**src/rtl/core/gwm_pkg.sv**
```systemverilog
// Glob wildcard matcher: shared widths, character codes, register indexes,
// the cell control and neighbor link structs, and the ASCII case fold.
// No dependencies.
package gwm_pkg;

  localparam int unsigned TEXT_W          = 8;
  localparam int unsigned LEN_W           = 6;
  localparam int unsigned CFG_ADDR_W      = 3;
  localparam int unsigned CFG_DATA_W      = 64;
  localparam int unsigned BYTES_PER_WORD  = 8;
  localparam int unsigned MAX_PATTERN_DEF = 32;

  localparam logic [TEXT_W-1:0] CHAR_STAR  = 8'h2A;
  localparam logic [TEXT_W-1:0] CHAR_QUEST = 8'h3F;
  localparam logic [TEXT_W-1:0] CHAR_LO_A  = 8'h61;
  localparam logic [TEXT_W-1:0] CHAR_LO_Z  = 8'h7A;
  localparam logic [TEXT_W-1:0] CASE_DIST  = 8'h20;

  typedef enum logic [CFG_ADDR_W-1:0] {
    REG_PAT0 = 3'd0,
    REG_PAT1 = 3'd1,
    REG_PAT2 = 3'd2,
    REG_PAT3 = 3'd3,
    REG_LEN  = 3'd4,
    REG_CASE = 3'd5
  } cfg_reg_e;

  // Per-item control broadcast to every cell.
  typedef struct packed {
    logic advance;
    logic at_start;
    logic present;
    logic case_blind;
  } cell_ctrl_t;

  // Bits handed from cell i to cell i+1.
  typedef struct packed {
    logic shift;  // character consumed at position i, lands on i+1
    logic carry;  // closure over a star at position i
    logic prime;  // primed set bit for the next position
  } link_t;

  function automatic logic [TEXT_W-1:0] fold_upper(input logic [TEXT_W-1:0] c,
                                                   input logic en);
    logic [TEXT_W-1:0] r;
    r = c;
    if (en && c >= CHAR_LO_A && c <= CHAR_LO_Z) begin
      r = c - CASE_DIST;
    end
    return r;
  endfunction

endpackage

```
**src/rtl/core/gwm_cell.sv**
```systemverilog
// One pattern position of the glob matcher chain: holds the pattern byte and
// the reachable bit for its position, links to its right neighbor.
// Depends on gwm_pkg.
module gwm_cell (
  input  logic                       clk_i,
  input  logic                       rst_ni,
  input  gwm_pkg::cell_ctrl_t        ctrl_i,
  input  logic [gwm_pkg::TEXT_W-1:0] text_i,
  input  logic                       pat_we_i,
  input  logic [gwm_pkg::TEXT_W-1:0] pat_byte_i,
  input  logic                       act_i,
  input  logic                       live_i,
  input  gwm_pkg::link_t             link_i,
  output gwm_pkg::link_t             link_o,
  output logic                       after_o
);
  import gwm_pkg::*;

  logic [TEXT_W-1:0] pat_q, pat_d;
  logic              r_q, r_d;
  logic              is_star, hit, set_bit, nxt, clo;

  always_comb begin
    is_star = (pat_q == CHAR_STAR);
    hit     = (pat_q == CHAR_QUEST) || (fold_upper(pat_q, ctrl_i.case_blind) == text_i);
    set_bit = (ctrl_i.at_start ? link_i.prime : r_q) & live_i;
    nxt     = (set_bit & is_star & act_i) | link_i.shift;
    clo     = nxt | link_i.carry;
    after_o = ctrl_i.present ? clo : set_bit;

    link_o.shift = set_bit & act_i & ~is_star & hit;
    link_o.carry = clo & is_star & act_i;
    link_o.prime = link_i.prime & is_star & act_i;

    pat_d = pat_we_i ? pat_byte_i : pat_q;
    r_d   = ctrl_i.advance ? after_o : r_q;
  end

  always_ff @(posedge clk_i or negedge rst_ni) begin
    if (!rst_ni) begin
      pat_q <= '0;
      r_q   <= 1'b0;
    end else begin
      pat_q <= pat_d;
      r_q   <= r_d;
    end
  end

endmodule

```
**src/rtl/core/glob_wildcard_matcher_unit.sv**
```systemverilog
// Glob wildcard matcher top level: configuration registers, the row of
// pattern cells, the last-position bit and the registered result stage.
// Depends on gwm_pkg and gwm_cell.

// Streams test strings one byte per request and matches each string against
// a glob pattern of up to MAX_PATTERN bytes ('*' = any run, '?' = any one
// character, anything else literal; case_blind folds a-z to upper case).
// Each pattern position is a cell holding its byte and one reachable bit;
// the set of reachable positions moves through the row as the bytes arrive,
// with the star closure rippling from cell to cell like a carry chain. One
// request is taken every cycle unless stalled, including the cycle after a
// string end, and the result is registered in the cycle after the request
// that closes the string (tlast); only string-end requests produce a result.
// An empty string is a single tlast request with tuser bit 0 clear. A request
// with neither a character nor tlast is consumed and ignored. The input is
// stalled only while a result sits in the output register and the master side
// holds tready low. Write the configuration only while the block is idle.
module glob_wildcard_matcher_unit #(
  parameter int unsigned MAX_PATTERN = gwm_pkg::MAX_PATTERN_DEF
) (
  input  logic                           clk_i,
  input  logic                           rst_ni,
  // configuration write port
  input  logic                           cfg_we_i,
  input  logic [gwm_pkg::CFG_ADDR_W-1:0] cfg_addr_i,
  input  logic [gwm_pkg::CFG_DATA_W-1:0] cfg_wdata_i,
  // input stream
  input  logic                           s_tvalid_i,
  output logic                           s_tready_o,
  input  logic [7:0]                     s_tdata_i,   // [7:0] text_byte
  input  logic                           s_tuser_i,   // [0] byte_present
  input  logic                           s_tlast_i,   // string_end
  // result stream
  output logic                           m_tvalid_o,
  input  logic                           m_tready_i,
  output logic [7:0]                     m_tdata_o    // [0] matched, [7:1] zero
);
  import gwm_pkg::*;

  localparam int unsigned IdxW = $clog2(MAX_PATTERN + 1);

  // configuration
  logic [LEN_W-1:0] len_q, len_d;
  logic             cb_q, cb_d;
  logic [LEN_W-1:0] used_len;

  // handshake and item control
  logic       s_acc, advance, at_start_q, at_start_d;
  cell_ctrl_t ctrl;
  logic [TEXT_W-1:0] text_folded;

  // chain
  link_t              lk [MAX_PATTERN+1];
  logic [MAX_PATTERN:0] after;
  logic r_last_q, r_last_d, set_last, clo_last;

  // output stage
  logic m_valid_q, m_valid_d, m_bit_q, m_bit_d;

  always_comb begin
    len_d = len_q;
    cb_d  = cb_q;
    if (cfg_we_i) begin
      unique case (cfg_addr_i)
        REG_LEN:  len_d = cfg_wdata_i[LEN_W-1:0];
        REG_CASE: cb_d  = cfg_wdata_i[0];
        default:  ;  // pattern words load inside the cells
      endcase
    end
    // saturate the length to the number of cells
    used_len = (len_q > LEN_W'(MAX_PATTERN)) ? LEN_W'(MAX_PATTERN) : len_q;
  end

  assign s_tready_o  = ~m_valid_q | m_tready_i;
  assign s_acc       = s_tvalid_i & s_tready_o;
  // drop requests that carry neither a character nor an end mark
  assign advance     = s_acc & (s_tuser_i | s_tlast_i);
  assign text_folded = fold_upper(s_tdata_i, cb_q);

  always_comb begin
    ctrl.advance    = advance;
    ctrl.at_start   = at_start_q;
    ctrl.present    = s_tuser_i;
    ctrl.case_blind = cb_q;
  end

  // position 0 is always in the primed set
  assign lk[0] = '{shift: 1'b0, carry: 1'b0, prime: 1'b1};

  for (genvar i = 0; i < MAX_PATTERN; i++) begin : g_cell
    logic pat_we;
    assign pat_we = cfg_we_i &&
                    (cfg_addr_i == (CFG_ADDR_W'(REG_PAT0) + CFG_ADDR_W'(i / BYTES_PER_WORD)));
    gwm_cell u_cell (
      .clk_i      (clk_i),
      .rst_ni     (rst_ni),
      .ctrl_i     (ctrl),
      .text_i     (text_folded),
      .pat_we_i   (pat_we),
      .pat_byte_i (cfg_wdata_i[(i % BYTES_PER_WORD) * TEXT_W +: TEXT_W]),
      .act_i      (LEN_W'(i) < used_len),
      .live_i     (LEN_W'(i) <= used_len),
      .link_i     (lk[i]),
      .link_o     (lk[i+1]),
      .after_o    (after[i])
    );
  end

  // final position: only reached by transitions, never consumes
  always_comb begin
    set_last = (at_start_q ? lk[MAX_PATTERN].prime : r_last_q) &
               (used_len == LEN_W'(MAX_PATTERN));
    clo_last = lk[MAX_PATTERN].shift | lk[MAX_PATTERN].carry;
  end

  assign after[MAX_PATTERN] = s_tuser_i ? clo_last : set_last;
  assign r_last_d           = advance ? after[MAX_PATTERN] : r_last_q;

  // re-prime after every string end
  assign at_start_d = advance ? s_tlast_i : at_start_q;

  always_comb begin
    m_valid_d = m_valid_q;
    m_bit_d   = m_bit_q;
    if (advance && s_tlast_i) begin
      m_valid_d = 1'b1;
      m_bit_d   = after[used_len[IdxW-1:0]];
    end else if (m_tready_i) begin
      m_valid_d = 1'b0;
    end
  end

  always_ff @(posedge clk_i or negedge rst_ni) begin
    if (!rst_ni) begin
      len_q      <= '0;
      cb_q       <= 1'b0;
      at_start_q <= 1'b1;
      r_last_q   <= 1'b0;
      m_valid_q  <= 1'b0;
    end else begin
      len_q      <= len_d;
      cb_q       <= cb_d;
      at_start_q <= at_start_d;
      r_last_q   <= r_last_d;
      m_valid_q  <= m_valid_d;
    end
  end

  always_ff @(posedge clk_i) begin
    m_bit_q <= m_bit_d;
  end

  assign m_tvalid_o = m_valid_q;
  assign m_tdata_o  = {7'b0, m_bit_q};

endmodule

```
**config.mk**
```make
export PLATFORM = sky130hd
export DESIGN_NAME = glob_wildcard_matcher_unit
export DESIGN_NICKNAME = d
export VERILOG_FILES = /design/src/rtl/core/gwm_pkg.sv /design/src/rtl/core/gwm_cell.sv /design/src/rtl/core/glob_wildcard_matcher_unit.sv
export SDC_FILE = /design/constraint.sdc
export NUM_CORES = 1
export LEC_CHECK = 0
export BUFFER_PORTS_ARGS = -buffer_cell sky130_fd_sc_hd__buf_2
export CAP_MARGIN = 40
export CORE_UTILIZATION = 25
export DETAILED_ROUTE_END_ITERATION = 10
export GPL_ROUTABILITY_DRIVEN = 0
export HOLD_SLACK_MARGIN = 0.1
export PLACE_DENSITY_LB_ADDON = 0.3
export SYNTH_ARGS = -nofsm -noshare
export SYNTH_HDL_FRONTEND = slang
export SYNTH_HIERARCHICAL = 1
export SYNTH_SLANG_ARGS = --single-unit
```
**constraint.sdc**
```tcl
create_clock -name clk_i -period 13.1 [get_ports clk_i]
set_clock_uncertainty 0.1 [all_clocks]
set_input_delay 3.275 -clock clk_i [delete_from_list [all_inputs] [get_ports clk_i]]
set_output_delay 3.275 -clock clk_i [all_outputs]
set_load 0.005 [all_outputs]
```
==> metrics.md <==
| Metric | Value |
|---|---|
| CTS tree | `done` |
| Routed wire length | `75.3 mm` |
| Relative slew slack | `between 40% and 50%` |
| Initial core utilization | `around a quarter` |
| Average vias per placed instance | `5.13` |
| I/O pin count | `just over 90` |
| Tcrit/Tclk final | `98.9%` |
| CP dominant cell by count | `a21oi_2` |
| DP HPWL | `~55 mm` |
| Total number of vias | `18.9k` |
| Iter 0 DRT Violations | `about 1.7k` |
| Yosys warns | `6` |
| Core area | `about 86000 sq um` |
| # setup viols final | `0` |
| Tightest Pin Transition | `approximately 870 ps` |
| Leak Pwr | `roughly 0.0096 uW` |
| Final nets | `about 2.6k` |
| First-pass GRT wire length | `roughly 120 mm` |
| Syn Inst Count | `2370` |
| Unrepaired setup endpoints after global routing | `yes` |
| Post-synth EDFFs | `1` |
| Antenna violations before repair | `5` |
| Clk buf depth | `3` |
| Post-synth ARST share | `between 90% and 100%` |
| Grt ovf | `0` |
| Top-count cell post-synth | `dfrtp_1` |
| Clk sinks | `299` |
| Clock transition at the registers of the reported paths | `approximately 70 ps` |
| Mapped Area | `around 22000 sq um` |
| Filler cells | `between 9k and 10k` |
| H-tree depth | `2` |
| Distinct cells, synth | `52` |
| Largest net degree at the start of global routing | `77` |
| Ys flop type | `dfrtp_1` |
| Hold_sp | `g_cell[29].u_cell/r_q` |
| Critical path class | `input pin to flip-flop` |
| Vias in the first global route | `about 19k` |
| Die X | `~300 um` |
| Hold Crit Class | `flip-flop to flip-flop` |
| Util after Layout | `between 20 and 30%` |
| Max-slew violation count | `0` |
| Post-synthesis sequential area ratio | `around a third` |
| Layout area overhead | `17.1%` |
| Slowest CP cell | `or4_4` |
| Max cap viols | `0` |
| Avg Cell Area, Syn | `9.17 sq um` |
| Skew-Pair Late Insertion Delay | `around 570 ps` |
| Hold WS | `between 400 and 500 ps` |
| FF-to-FF Start | `len_q[5]` |
| CP startpoint | `s_tdata_i[4]` |
| Worst EP arrival | `between 10000 and 15000 ps` |
| Min Clock Period, post-route | `between 10000 and 15000 ps` |
| FP Rows | `about 110` |
| Clock root cell | `clkbuf_16` |
| PwrDens | `about 140 nW/um^2` |
| Full die area | `slightly below 90000 sq um` |
| Total CTS buffers | `39` |
| Dominant cell type by area after synthesis | `dfrtp_1` |
| Critical path required time | `about 13000 ps` |
| CP max FO | `4` |
| WL per Instance | `between 20 and 25 um` |
| Highest ir drop seen on vdd | `about 0.000087 V` |
| Fmax | `just under 80 MHz` |
| Post-route DRC | `0` |
| Hold Violations, Final | `0` |
| Port Buffers | `84` |
| Synth top area share | `34.2%` |
| Crit path launch type | `input pin` |
| Outcome | `complete, no violations` |
| Die Y-Extent | `297 um` |
| Crit path capture type | `flip-flop` |
| Fraction of layout cells with a size suffix above 1 | `between 20% and 30%` |
| Antenna-violating nets left | `0` |
| CTS Hold Buffers Added | `0` |
| Gr usage total | `approximately 17%` |
| Yosys reg bits | `between 200 and 300` |
| Synth area leaders | `dfrtp_1 34%, mux2_2 12%, xnor2_1 6.4%, o21ai_0 4.7%, nand3_1 4.6%` |
| Top cells by count, synth | `297 x dfrtp_1, 230 x mux2_2, 207 x nor2_1, 205 x o21ai_0, 199 x nand3_1` |
| Router iterations before antenna repair | `5` |
| Max stage delay on crit path | `between 500 and 600 ps` |
[kinds of logic (layout without fill, tap and decap cells)]
| group | count (synthesis) | count (layout) | synth area share (%) |
|---|---|---|---|
| flops | 299 | 299 | 34.5 |
| fa+ha+maj | 33 | 33 | 1.90 |
| mux | 268 | 268 | 14.4 |
| buf+inv | 169 | 326 | 3.10 |
| compound gates | 492 | 492 | 14.8 |
| simple gates | 851 | 851 | 21.0 |
| xor+xnor | 256 | 256 | 10.3 |
| other cells | 2 | 17 | 0.0346 |
[power breakdown]
group	total (uW)	leakage, uW	internal, uW	switching (uW)
Sequential	1410	0.00359	1120	293
Clock	1100	0.000631	661	443
Combinational	1140	0.00539	510	627
Total	3660	0.00961	2290	1360
[path summary, 6_finish.rpt]
path,endpoint,slack (ps),cells after the start
setup / recovery,m_bit_q,140,76
hold / removal,g_cell[29].u_cell/r_q,450,2
setup reg to reg,m_bit_q,2410,70
hold reg to reg,g_cell[29].u_cell/r_q,450,2
max in group asynchronous,cb_q,8620,3
min in group asynchronous,g_cell[12].u_cell/pat_q[3],2580,1
[critical path: cells and delay by family]
kind | cells | cell delay (ps)
compound gates | 37 | 5970
buf+inv | 2 | 230
mux | 2 | 340
simple gates | 35 | 3430
[registers in the layout, summed over array words and instances, names as in the netlist]
register,flops
len_q,6
cb_q,1
m_tvalid_o,1
r_last_q,1
g_cell.u_cell/r_q,32
g_cell.u_cell/pat_q,256
at_start_q,1
m_bit_q,1
[metrics by stage]
| stage | power (uW) | cell area (sq um) | worst slack (ps) | instances | TNS, ps |
|---|---|---|---|---|---|
| detailed placement | 2550 | 23900 | -909 | 3612 | -2090 |
| CTS | 3680 | 25300 | -107 | 3680 | -107 |
| finish | 3660 | 25500 | 139 | 3686 | 0 |
| global placement | 2540 | 23900 | -789 | 3610 | -1640 |
| floorplan | 2170 | 21800 | -44.4 | 2383 | -44.4 |
| global route | 3880 | 25500 | -784 | 3685 | -1420 |
[what timing repair did]
action	CTS	global route
gates resized for setup	10	43
setup endpoints to repair	2	6
setup buffers	0	4
pin swaps	3	15
[placed cells by master, fill, tap and decap left out, types with 33 or more instances in the layout]
| master | Yosys | layout |
|---|---|---|
| a21o_1 | 34 | 33 |
| a21oi_1 | 105 | 74 |
| a31oi_1 | 35 | 35 |
| and3b_1 | 33 | 33 |
| buf_2 | 7 | 81 |
| buf_4 | 8 | 63 |
| clkbuf_16 | 0 | 39 |
| dfrtp_1 | 297 | 296 |
| ha_1 | 33 | 33 |
| inv_1 | 106 | 106 |
| mux2_2 | 230 | 230 |
| nand2_1 | 160 | 160 |
| nand3_1 | 199 | 199 |
| nand4_1 | 70 | 70 |
| nand4b_1 | 33 | 33 |
| nor2_1 | 207 | 191 |
| nor3_1 | 36 | 36 |
| o21ai_0 | 205 | 202 |
| o221ai_1 | 33 | 33 |
| xnor2_1 | 160 | 160 |
| xor2_1 | 96 | 96 |
[routing by layer]
layer | up-vias | routed length [um] | part of all wire [%] | track usage, %
li1 | 8978 | - | - | -
met1 | 9310 | 34400 | 46 | 22.8
met2 | 493 | 34400 | 46 | 27.1
met3 | 122 | 4270 | 5.7 | 3.13
met4 | 8 | 2180 | 2.9 | 5.47
met5 | - | 52 | 0.069 | 0
[cell type report]
| class | instances | area [sq um] | area share [%] |
|---|---|---|---|
| multi-input cells | 1915 | 13900 | 54.5 |
| flip-flops and latches | 299 | 7490 | 29.4 |
| well taps | 1144 | 1430 | 5.62 |
| clock buffers | 47 | 1040 | 4.07 |
| repair buffers | 150 | 982 | 3.86 |
| inverters | 108 | 405 | 1.59 |
| clock inverters | 21 | 245 | 0.963 |
| diodes | 2 | 5.00 | 0.0197 |
Note: power is estimated with default switching activity, not from simulation.
